--- src/hw/rtl/sit_pkg.sv ---
// ----------------------------------------------------------------------------
// sit_pkg
// Shared types and constants for the sorted insert table: field widths,
// operation and status codes, and the structs that run along the cell row.
// ----------------------------------------------------------------------------
package sit_pkg;

    localparam int unsigned VALUE_W  = 32;
    localparam int unsigned ID_W     = 16;
    localparam int unsigned OP_W     = 3;
    localparam int unsigned STATUS_W = 2;
    localparam int unsigned POS_W    = 4;
    localparam int unsigned COUNT_W  = 5;

    typedef enum logic [OP_W-1:0] {
        OP_CLEAR  = 3'd0,
        OP_INSERT = 3'd1,
        OP_DELETE = 3'd2,
        OP_SEARCH = 3'd3,
        OP_LOCATE = 3'd4
    } t_opcode;

    typedef enum logic [STATUS_W-1:0] {
        ST_OK        = 2'd0,
        ST_NOT_FOUND = 2'd1,
        ST_FULL      = 2'd2,
        ST_EMPTY     = 2'd3
    } t_status;

    // Command broadcast to every cell in the row.
    typedef struct packed {
        logic                      capture;
        logic                      ins;
        logic                      del;
        logic signed [VALUE_W-1:0] cmp_value;
        logic [ID_W-1:0]           cmp_id;
        logic signed [VALUE_W-1:0] ins_value;
        logic [ID_W-1:0]           ins_id;
    } t_cell_cmd;

    // What a cell hands to its right-hand neighbor.
    typedef struct packed {
        logic                      lt;
        logic                      seen;
        logic signed [VALUE_W-1:0] value;
        logic [ID_W-1:0]           id;
    } t_cell_link;

    // Per-cell result flags gathered by the top level.
    typedef struct packed {
        logic ins_here;
        logic id_first;
        logic val_first;
    } t_cell_flags;

endpackage

--- src/hw/rtl/sit_cell.sv ---
// ----------------------------------------------------------------------------
// sit_cell
// One slot of the sorted row. Holds a value and its identifier, captures the
// compare flags of an operation and shifts left or right on insert or delete.
// ----------------------------------------------------------------------------
module sit_cell
    import sit_pkg::*;
(
    input  logic                      i_clk,
    input  t_cell_cmd                 i_cmd,
    input  logic                      i_occ,
    input  t_cell_link                i_left,
    input  logic signed [VALUE_W-1:0] i_right_value,
    input  logic [ID_W-1:0]           i_right_id,
    output t_cell_link                o_link,
    output t_cell_flags               o_flags
);

    logic signed [VALUE_W-1:0] r_value;
    logic [ID_W-1:0]           r_id;
    logic                      r_lt;
    logic                      r_eq;
    logic                      r_idm;
    logic                      seen;

    assign seen = r_idm | i_left.seen;

    assign o_link.lt    = r_lt;
    assign o_link.seen  = seen;
    assign o_link.value = r_value;
    assign o_link.id    = r_id;

    // The row is sorted, so the first equal value sits just after the last
    // smaller one, and the insert slot is the first cell that is not smaller.
    assign o_flags.ins_here  = ~r_lt & i_left.lt;
    assign o_flags.val_first = r_eq & i_left.lt;
    assign o_flags.id_first  = r_idm & ~i_left.seen;

    always_ff @(posedge i_clk) begin
        if (i_cmd.capture) begin
            r_lt  <= i_occ & (r_value < i_cmd.cmp_value);
            r_eq  <= i_occ & (r_value == i_cmd.cmp_value);
            r_idm <= i_occ & (r_id == i_cmd.cmp_id);
        end
        if (i_cmd.ins) begin
            if (o_flags.ins_here) begin
                r_value <= i_cmd.ins_value;
                r_id    <= i_cmd.ins_id;
            end else if (!r_lt) begin
                r_value <= i_left.value;
                r_id    <= i_left.id;
            end
        end else if (i_cmd.del && seen) begin
            r_value <= i_right_value;
            r_id    <= i_right_id;
        end
    end

endmodule

--- src/hw/rtl/sorted_insert_table_core.sv ---
// ----------------------------------------------------------------------------
// sorted_insert_table_core
// Sorted table of signed values with running identifiers, built as a row of
// compare-and-shift cells.
// ----------------------------------------------------------------------------
// Usage:
// The input channel carries one operation per beat (opcode, item_value,
// item_id); the output channel returns exactly one result beat per operation
// (status, found_id, position, entry_count), in order.
// A beat is accepted at the edge where its valid is high and its stall low.
// At the accepting edge every cell compares its entry against the operand
// and registers the flags. At the commit edge, once the output register is
// free, the cells shift for an insert or delete and the result is loaded
// into the output register. The input stalls while an operation waits to
// commit, until its compare-then-shift pass through the cell row is done.
// A new operation may be accepted while the previous result still waits in
// the output register. If the receiver stalls, the pending operation holds
// in its commit cycle with its flags intact until the output register frees.
// Reset empties the table and sets the next identifier to one; the entries
// themselves are not cleared, since only slots below the count are read.
// The input channel stalls while reset is held.
// ----------------------------------------------------------------------------
module sorted_insert_table_core
    import sit_pkg::*;
#(
    parameter int unsigned CAPACITY = 16
) (
    input  logic                      i_clk,
    input  logic                      i_rst_n,
    input  logic                      i_in_valid,
    output logic                      o_in_stall,
    input  logic [OP_W-1:0]           i_opcode,
    input  logic signed [VALUE_W-1:0] i_item_value,
    input  logic [ID_W-1:0]           i_item_id,
    output logic                      o_out_valid,
    input  logic                      i_out_stall,
    output logic [STATUS_W-1:0]       o_status,
    output logic [ID_W-1:0]           o_found_id,
    output logic [POS_W-1:0]          o_position,
    output logic [COUNT_W-1:0]        o_entry_count
);

    localparam int unsigned IW = $clog2(CAPACITY);
    localparam int unsigned CW = $clog2(CAPACITY + 1);

    // Operation held between the compare cycle and the commit cycle.
    logic                      r_busy;
    logic [OP_W-1:0]           r_op;
    logic signed [VALUE_W-1:0] r_value;
    logic [ID_W-1:0]           r_item_id;
    logic [CW-1:0]             r_count;
    logic [ID_W-1:0]           r_next_id;

    // Output register.
    logic                      r_out_valid;
    logic [STATUS_W-1:0]       r_status;
    logic [ID_W-1:0]           r_found_id;
    logic [POS_W-1:0]          r_position;
    logic [COUNT_W-1:0]        r_entry_count;

    logic [CW-1:0]             n_count;
    logic [ID_W-1:0]           n_next_id;
    t_status                   n_status;
    logic [ID_W-1:0]           n_found_id;
    logic [IW-1:0]             n_pos;

    logic                      accept;
    logic                      commit;
    logic                      full;
    logic                      do_ins;
    logic                      do_del;
    t_cell_cmd                 cmd;

    t_cell_link                link   [CAPACITY];
    t_cell_link                left   [CAPACITY];
    t_cell_flags               flags  [CAPACITY];
    logic [CAPACITY-1:0]       ins_vec;
    logic [CAPACITY-1:0]       idf_vec;
    logic [CAPACITY-1:0]       valf_vec;
    logic [IW-1:0]             pos_ins;
    logic [IW-1:0]             pos_id;
    logic [IW-1:0]             pos_val;
    logic [ID_W-1:0]           id_val;
    logic                      id_hit;
    logic                      val_hit;
    logic [IW+POS_W-1:0]       pos_ext;
    logic [CW+COUNT_W-1:0]     count_ext;

    // The input side is free whenever no operation sits in its commit cycle
    // and reset is released.
    assign o_in_stall = r_busy | ~i_rst_n;
    assign accept     = i_in_valid & ~o_in_stall;
    assign commit     = r_busy & (~r_out_valid | ~i_out_stall);
    assign full       = (r_count == CW'(CAPACITY));

    assign do_ins = commit && (r_op == OP_INSERT) && !full;
    assign do_del = commit && (r_op == OP_DELETE) && id_hit;

    assign cmd.capture   = accept;
    assign cmd.ins       = do_ins;
    assign cmd.del       = do_del;
    assign cmd.cmp_value = i_item_value;
    assign cmd.cmp_id    = i_item_id;
    assign cmd.ins_value = r_value;
    assign cmd.ins_id    = r_next_id;

    // Cell zero sees a virtual left neighbor that is smaller than anything
    // and holds no identifier match; the last cell refills from itself.
    genvar gi;
    generate
        for (gi = 0; gi < CAPACITY; gi++) begin : g_cell
            logic occ;
            assign occ = (CW'(gi) < r_count);

            if (gi == 0) begin : g_head
                assign left[gi].lt    = 1'b1;
                assign left[gi].seen  = 1'b0;
                assign left[gi].value = link[gi].value;
                assign left[gi].id    = link[gi].id;
            end else begin : g_body
                assign left[gi] = link[gi-1];
            end

            if (gi == CAPACITY - 1) begin : g_tail
                sit_cell u_cell (
                    .i_clk         (i_clk),
                    .i_cmd         (cmd),
                    .i_occ         (occ),
                    .i_left        (left[gi]),
                    .i_right_value (link[gi].value),
                    .i_right_id    (link[gi].id),
                    .o_link        (link[gi]),
                    .o_flags       (flags[gi])
                );
            end else begin : g_inner
                sit_cell u_cell (
                    .i_clk         (i_clk),
                    .i_cmd         (cmd),
                    .i_occ         (occ),
                    .i_left        (left[gi]),
                    .i_right_value (link[gi+1].value),
                    .i_right_id    (link[gi+1].id),
                    .o_link        (link[gi]),
                    .o_flags       (flags[gi])
                );
            end

            assign ins_vec[gi]  = flags[gi].ins_here;
            assign idf_vec[gi]  = flags[gi].id_first;
            assign valf_vec[gi] = flags[gi].val_first;
        end
    endgenerate

    // Each first-hit vector is one-hot or empty, so an OR tree encodes it.
    always_comb begin
        pos_ins = '0;
        pos_id  = '0;
        pos_val = '0;
        id_val  = '0;
        for (int i = 0; i < CAPACITY; i++) begin
            if (ins_vec[i])  pos_ins = pos_ins | IW'(i);
            if (idf_vec[i])  pos_id  = pos_id  | IW'(i);
            if (valf_vec[i]) begin
                pos_val = pos_val | IW'(i);
                id_val  = id_val  | link[i].id;
            end
        end
    end

    assign id_hit  = |idf_vec;
    assign val_hit = |valf_vec;

    always_comb begin
        n_count    = r_count;
        n_next_id  = r_next_id;
        n_status   = ST_OK;
        n_found_id = '0;
        n_pos      = '0;
        case (r_op)
            OP_CLEAR: begin
                n_count = '0;
            end
            OP_INSERT: begin
                if (full) begin
                    n_status = ST_FULL;
                end else begin
                    n_count    = r_count + CW'(1);
                    n_next_id  = r_next_id + ID_W'(1);
                    n_found_id = r_next_id;
                    n_pos      = pos_ins;
                end
            end
            OP_DELETE: begin
                if (r_count == '0) begin
                    n_status = ST_EMPTY;
                end else if (!id_hit) begin
                    n_status = ST_NOT_FOUND;
                end else begin
                    n_count    = r_count - CW'(1);
                    n_found_id = r_item_id;
                    n_pos      = pos_id;
                end
            end
            OP_SEARCH: begin
                if (val_hit) begin
                    n_found_id = id_val;
                    n_pos      = pos_val;
                end else begin
                    n_status = ST_NOT_FOUND;
                end
            end
            OP_LOCATE: begin
                if (id_hit) begin
                    n_found_id = r_item_id;
                    n_pos      = pos_id;
                end else begin
                    n_status = ST_NOT_FOUND;
                end
            end
            default: begin
            end
        endcase
    end

    // Only the low bits of position and count reach the ports.
    assign pos_ext   = {{POS_W{1'b0}}, n_pos};
    assign count_ext = {{COUNT_W{1'b0}}, n_count};

    always_ff @(posedge i_clk) begin
        if (!i_rst_n) begin
            r_busy      <= 1'b0;
            r_count     <= '0;
            r_next_id   <= ID_W'(1);
            r_out_valid <= 1'b0;
        end else begin
            if (accept) begin
                r_busy <= 1'b1;
            end else if (commit) begin
                r_busy <= 1'b0;
            end
            if (commit) begin
                r_count     <= n_count;
                r_next_id   <= n_next_id;
                r_out_valid <= 1'b1;
            end else if (!i_out_stall) begin
                r_out_valid <= 1'b0;
            end
        end
    end

    always_ff @(posedge i_clk) begin
        if (accept) begin
            r_op      <= i_opcode;
            r_value   <= i_item_value;
            r_item_id <= i_item_id;
        end
        if (commit) begin
            r_status      <= n_status;
            r_found_id    <= n_found_id;
            r_position    <= pos_ext[POS_W-1:0];
            r_entry_count <= count_ext[COUNT_W-1:0];
        end
    end

    assign o_out_valid   = r_out_valid;
    assign o_status      = r_status;
    assign o_found_id    = r_found_id;
    assign o_position    = r_position;
    assign o_entry_count = r_entry_count;

    // The count never exceeds the number of cells.
    a_count_bound: assert property (@(posedge i_clk) disable iff (!i_rst_n)
        r_count <= CW'(CAPACITY))
        else $error("entry count exceeds capacity");

    // A non-full insert finds exactly one slot in the row.
    a_ins_onehot: assert property (@(posedge i_clk) disable iff (!i_rst_n)
        (r_busy && r_op == OP_INSERT && !full) |-> $onehot(ins_vec))
        else $error("insert slot is not unique");

    // At most one cell claims the first identifier match.
    a_id_onehot: assert property (@(posedge i_clk) disable iff (!i_rst_n)
        r_busy |-> $onehot0(idf_vec))
        else $error("more than one first identifier match");

    // A successful insert grows the count by one and uses one identifier.
    a_ins_count: assert property (@(posedge i_clk) disable iff (!i_rst_n)
        do_ins |=> (r_count == $past(r_count) + CW'(1))
                   && (r_next_id == $past(r_next_id) + ID_W'(1)))
        else $error("insert did not update count and identifier");

endmodule

--- config.mk ---
export PLATFORM = sky130hd
export DESIGN_NAME = sorted_insert_table_core
export DESIGN_NICKNAME = d
export VERILOG_FILES = /design/src/hw/rtl/sit_pkg.sv /design/src/hw/rtl/sit_cell.sv /design/src/hw/rtl/sorted_insert_table_core.sv
export SDC_FILE = /design/constraint.sdc
export NUM_CORES = 2
export LEC_CHECK = 0
export BUFFER_PORTS_ARGS = -buffer_cell sky130_fd_sc_hd__buf_4
export CORE_MARGIN = 2
export CORE_UTILIZATION = 50
export DETAILED_ROUTE_END_ITERATION = 12
export PLACE_DENSITY = 0.66
export RECOVER_POWER = 50
export SYNTH_ARGS = -nofsm -noshare
export SYNTH_HDL_FRONTEND = slang
export SYNTH_HIERARCHICAL = 1
export SYNTH_SLANG_ARGS = --single-unit
--- constraint.sdc ---
create_clock -name i_clk -period 14.25 [get_ports i_clk]
set_clock_uncertainty 0.2 [all_clocks]
set_input_delay 2.85 -clock i_clk [delete_from_list [all_inputs] [get_ports i_clk]]
set_output_delay 2.85 -clock i_clk [all_outputs]
set_load 0.02 [all_outputs]
# ---- Word level (Yosys, flattened, before mapping)
# Cells that the tools add are included.
dict set report word_totals {
  ff_bits 917
  output_inout_bits 29
  word_cells 604
}
dict set report classes {
  n_addsub 3
  order_cmp 32
  eq_ne 54
  muxes 206
  bitwise 161
  reduce_logical 57
}
# op count
set op_table {}
lappend op_table {{32-bit 2-to-1 mux} 61}
lappend op_table {{16-bit 2-to-1 mux} 81}
lappend op_table {{32-bit equality test} 16}
lappend op_table {{32-bit less-than comparator} 16}
lappend op_table {{16-bit equality test} 16}
lappend op_table {{16-bit OR} 15}
lappend op_table {{4-bit 2-to-1 mux} 28}
lappend op_table {{1-bit AND} 95}
lappend op_table {{16-bit case mux with 4 select lines} 1}
lappend op_table {{3-bit != test, second input constant} 14}
lappend op_table {{4-bit by 5-bit less-than comparator with 1-bit output, first input constant} 8}
lappend op_table {{3-bit 2-to-1 mux} 12}
lappend op_table {{1-bit inverter} 35}
lappend op_table {{2-bit AND reduction} 16}
lappend op_table {{2-bit nonzero test} 16}
lappend op_table {{16-bit OR reduction} 2}
lappend op_table {{3-bit by 5-bit less-than comparator with 1-bit output, first input constant} 4}
lappend op_table {{1-bit logical AND} 19}
lappend op_table {{16-bit by 1-bit adder with 16-bit output, second input constant} 1}
lappend op_table {{2-bit 2-to-1 mux} 8}
lappend op_table {{1-bit OR} 16}
lappend op_table {{4-bit case mux with 4 select lines} 1}
lappend op_table {{5-bit 2-to-1 mux} 3}
lappend op_table {{5-bit case mux with 3 select lines} 1}
lappend op_table {{16 further kinds} 28}

# ---- Longest topological paths before layout
dict set report logic_depth {
  word_depth 33
  ltp_mapped 37
  ltp_nobuf 21
}

# ---- Modules after synthesis
# Netlist, hierarchy kept.
# mod n_inst cells_per_inst area_each_um2
set by_module_without_submodules {}
lappend by_module_without_submodules {{sit_cell at g_cell[0].g_inner.u_cell ...} 14 360 3603.5}
lappend by_module_without_submodules {sorted_insert_table_core 1 553 5838.1}
lappend by_module_without_submodules {{sit_cell at g_cell[13].g_inner.u_cell} 1 360 3592.2}
lappend by_module_without_submodules {{sit_cell at g_cell[9].g_inner.u_cell} 1 358 3549.7}

# ---- Worst setup path before layout
# Ideal clock, no wire load.
dict set report synth_path {
  path_kind {register to register}
  startpoint {register g_cell[0].g_inner.u_cell.r_idm}
  endpoint {register g_cell[0].g_inner.u_cell.r_id[0] (enable)}
  setup_time_ps 474
  t_arrival_ps 10264
  required_ps 13576
  setup_slack_ps 3312
  path_stages_with_launch 37
  cell_sequence {edfxtp_1 > or2_2 > buf_4 > or2_2 > buf_4 > or2_2 > buf_4 > or2_2 > buf_4 > or2_2 > buf_4 > or2_2 > buf_4 > or2_2 > buf_4 > or2_2 > buf_4 > or2_2 > buf_4 > or2_2 > buf_4 > or2_2 > buf_4 > or2_2 > buf_4 > or2_2 > buf_4 > or2_2 > buf_4 > or2_2 > buf_4 > nor2b_1 > nor4_1 > and4_1 > nor3_1 > nand2_1 > mux2i_1}
}
# item line_no
set synth_lines {}
lappend synth_lines {{from (decl)} sit_cell.sv:23} ;# logic r_idm;
lappend synth_lines {{from (signal assigned)} sit_cell.sv:43} ;# r_idm <= i_occ & (r_id == i_cmd.cmp_id);
lappend synth_lines {{to (signal assigned)} sit_cell.sv:48} ;# r_id <= i_cmd.ins_id;
lappend synth_lines {{to (signal assigned)} sit_cell.sv:51} ;# r_id <= i_left.id;
lappend synth_lines {{to (signal assigned)} sit_cell.sv:55} ;# r_id <= i_right_id;
lappend synth_lines {{to (decl)} sit_cell.sv:20} ;# logic [ID_W-1:0] r_id;

# ---- Worst setup path in the final report
dict set report layout_path {
  startpoint {input port i_out_stall}
  endpoint {register g_cell[12].g_inner.u_cell.r_value[19] (data pin)}
}
dict set report layout_between {
  elab_chain_cells 6
}
# item line_no
set layout_rtl {}
lappend layout_rtl {{from (decl)} sorted_insert_table_core.sv:36} ;# input logic i_out_stall,
lappend layout_rtl {{1-bit inverter} sorted_insert_table_core.sv:93} ;# assign commit = r_busy & (~r_out_valid | ~i_out_stall);
lappend layout_rtl {{1-bit OR} sorted_insert_table_core.sv:93}
lappend layout_rtl {{1-bit AND} sorted_insert_table_core.sv:93}
lappend layout_rtl {{1-bit logical AND (2 in series)} sorted_insert_table_core.sv:96} ;# assign do_ins = commit && (r_op == OP_INSERT) && !full;
lappend layout_rtl {{via do_ins} sorted_insert_table_core.sv:70} ;# logic do_ins;
lappend layout_rtl {{32-bit 2-to-1 mux} sit_cell.sv:45} ;# if (i_cmd.ins) begin
lappend layout_rtl {{to (signal assigned)} sit_cell.sv:47} ;# r_value <= i_cmd.ins_value;
lappend layout_rtl {{to (signal assigned)} sit_cell.sv:50} ;# r_value <= i_left.value;
lappend layout_rtl {{to (signal assigned)} sit_cell.sv:54} ;# r_value <= i_right_value;
lappend layout_rtl {{to (decl)} sit_cell.sv:19} ;# logic signed [VALUE_W-1:0] r_value;
# The timed path passes the listed nets, and every way through them passes these cells.
# A chain may end at the register's enable or synchronous reset.

==> metrics.cfg <==
[setup_path]
startpoint_type=input pin
regToRegEndpoint=g_cell[12].g_inner.u_cell/r_value[19]$_DFFE_PP_
worst_path_dominant_cell_family=buffers and inverters
worst-path-max-fanout=247
worst_ep_arrival_time_ns=10.72
timing.critical_path.mode_cell=sky130_fd_sc_hd__clkbuf_1
crit_path_top_delay_cell=sky130_fd_sc_hd__clkbuf_1
cp.buffers_inverters=5
crit_chain=clkbuf_1 > a21bo_1 > nor3_1 > clkbuf_1 > buf_12 > clkbuf_1 > buf_12 > a21oi_1
reg2reg_slack_ns=4.93
timing.rr.start=r_count[1]$_SDFFE_PN0P_
r2r_depth=10
cp_data_required_time_ns=14.48
critical_path.endpoint_type=register
crit_path_max_incr_delay_ns=3.21
critPathKind=input pin to register

[sta]
finalHoldViolations=0
tns_ns=0
postLayoutSetupSlackWorst_ns=3.75
max_clock_freq_ghz=0.0953
max_slew.worst_pin.slew_ns=4.77
final.min_clock_period_ns=10.50
slew_headroom_pct=-218
setup_repair_after_global_routing_missed_its_margin=false
final_count_of_negative_setup_slack_endpoints=0
layout_worst_path_cycle_share_pct=73.7
slew_viol_final=501

[floorplanning]
die_w_microns=360
dieArea_sq_mm=0.130
floorplan.die.height_microns=360
floorplan.io_pins=84
core_area_sq_mm=0.126
floorplan.rows=130
initial_utilization_pct=50.4

[placement]
hpwl_reported_at_the_end_of_detailed_placement_microns=151000
io_buffers=83
gpl.final_weighted_congestion=0.960
placed_cells_incl_taps=7783
place_worst_setup_slack_ns=5.93

[detailed_routing]
firstDrtPassIters=8
vias=51000
detail_route.drc_violations=0
initial_drt_markers=6643
routedWlPerCell_microns=27.6
count_of_antenna_violating_nets_left_after_detailed_routing=0
detail_route.wirelength_microns=220000
routed_via_density=6.39

[synthesis]
mappedNetlistArea_sq_mm=0.0634
synth.avg_cell_area_sq_um=10.1
synth_warnings=6
netlist_instances=6309

[power_and_ir_drop]
switching_share_pct=25.6
p_leak_nw=26.8
ir_worst_vdd_mv=0.102
comb_power_share_pct=10.0
p_per_area_mw_per_mm2=95.2
netSwitchingPower_mw=1.67
power_frac_clock_pct=43.2
seq_power_share_pct=46.7
p_int_mw=4.84

[global_route]
grt_antenna_before_repair=13
grt_start_max_net_pins=264
grt_first_pass_wirelength_microns=320000
groute.usage.overall_pct=33.1
global_route.overflow_total=0
first_global_vias=48300

[finish]
leading_cell_type_in_the_layout_fill_and_taps_excluded=sky130_fd_sc_hd__a21oi_1
layout.filler_cells=11200
synthToLayoutAreaGrowth_pct=7.72
fraction_of_layout_instances_using_a_drive_strength_above_1_pct=5.49
nets=6812
layoutNonFillerInstCount=7979
layout_common_cells=1,017 x sky130_fd_sc_hd__a21oi_1, 894 x sky130_fd_sc_hd__edfxtp_1, 831 x sky130_fd_sc_hd__nor2_1
multi_input_comb_area_sq_mm=0.0324
seqCellArea_sq_mm=0.0273

[clock_tree]
tritoncts_num_sinks=917
clock_path_buffers=3
clockRootBuffer=sky130_fd_sc_hd__clkbuf_16
tritoncts_clock_tree=yes
tritoncts.num_buffers=106
ctsHoldBuffers=0
insertion_delay_ns=0.75
cts-resized-gates=0
cts.reportedPaths.clkPinSlew_ns=0.06
h_tree_lvl_count=3
cts_setup_buffers=0

[hold_path]
worst_hold_path.endpoint=r_busy$_SDFFE_PN0P_
hp-class=register to register
min_from=r_busy$_SDFFE_PN0P_
hold_path_depth=2

[status]
failed_checks=capacitance limit, slew limit
run_status=finished, violations left

[flow_run]
max-cap-violations=14

==> power groups by stage <==
stage	clock network, mW	registers [mW]	logic [mW]
after floorplan	0	3.07	0.420
after global placement	0	3.09	0.622
after detailed placement	0	3.09	0.641
after CTS	2.83	3.03	0.645
after global routing	2.92	3.04	0.702
final	2.81	3.04	0.652
==> layout make-up <==
type | instances | area share [%]
Clock buffer | 134 | 4.07
Timing Repair Buffer | 173 | 1.45
Multi-Input combinational cell | 4489 | 47.5
Clock inverter | 55 | 0.929
Inverter | 554 | 3.04
Sequential cell | 917 | 40.0
Antenna cell | 7 | 0.0256
Tap cell | 1650 | 3.02
==> worst max-delay path by stage <==
stage,to,cells past startpoint,startpoint
final,g_cell[12].g_inner.u_cell/r_value[19]$_DFFE_PP_,8,i_out_stall
after global routing,g_cell[15].g_tail.u_cell/r_value[19]$_DFFE_PP_,9,i_out_stall
after CTS,g_cell[5].g_inner.u_cell/r_value[18]$_DFFE_PP_,23,g_cell[0].g_inner.u_cell/r_idm$_DFFE_PP_
after detailed placement,g_cell[5].g_inner.u_cell/r_value[0]$_DFFE_PP_,23,g_cell[0].g_inner.u_cell/r_idm$_DFFE_PP_
after global placement,g_cell[5].g_inner.u_cell/r_value[0]$_DFFE_PP_,23,g_cell[0].g_inner.u_cell/r_idm$_DFFE_PP_
after floorplan,g_cell[15].g_tail.u_cell/r_id[0]$_DFFE_PP_,36,g_cell[0].g_inner.u_cell/r_idm$_DFFE_PP_
==> metal layers <==
metal	GRT usage, %	routed length [microns]
met1	45.1	89400
met2	50.7	96400
met3	6.95	23200
met4	14.7	11000
met5	0	135
==> worst min-delay path: cells and delay by family, from the launching register on <==
kind	cells	cell delay (ns)
AOI/OAI and AO/OA	1	0.05
and+or+nand+nor	1	0.07
DFF	1	0.33
==> metrics by stage <==
step / power, mW / hold slack, ns / cell area, sq um / util, %
after floorplan: 3.49 / 0.267 / 63400 / -
after global placement: 3.71 / 0.294 / 65400 / 52.0
final: 6.50 / 0.307 / 68300 / 54.3
after CTS: 6.50 / 0.309 / 68800 / 54.7
after detailed placement: 3.73 / 0.299 / 65400 / 52.0
after global routing: 6.67 / 0.350 / 68300 / 54.3
==> state kept, by name, indices dropped and copies added, names as in the netlist <==
| signal | cells |
|---|---|
| r_item_id | 16 |
| r_busy | 1 |
| g_cell.g_inner.u_cell/r_idm | 15 |
| g_cell.g_tail.u_cell/r_lt | 1 |
| r_value | 32 |
| o_position | 4 |
| g_cell.g_tail.u_cell/r_eq | 1 |
| g_cell.g_inner.u_cell/r_id | 240 |
| o_found_id | 16 |
| g_cell.g_inner.u_cell/r_value | 480 |
| g_cell.g_inner.u_cell/r_lt | 15 |
| r_count | 5 |
| o_out_valid | 1 |
| g_cell.g_tail.u_cell/r_value | 32 |
| o_status | 2 |
| r_op | 3 |
| o_entry_count | 5 |
| r_next_id | 16 |
| g_cell.g_tail.u_cell/r_id | 16 |
| g_cell.g_inner.u_cell/r_eq | 15 |
| g_cell.g_tail.u_cell/r_idm | 1 |
(Power assumes the default switching activity.)
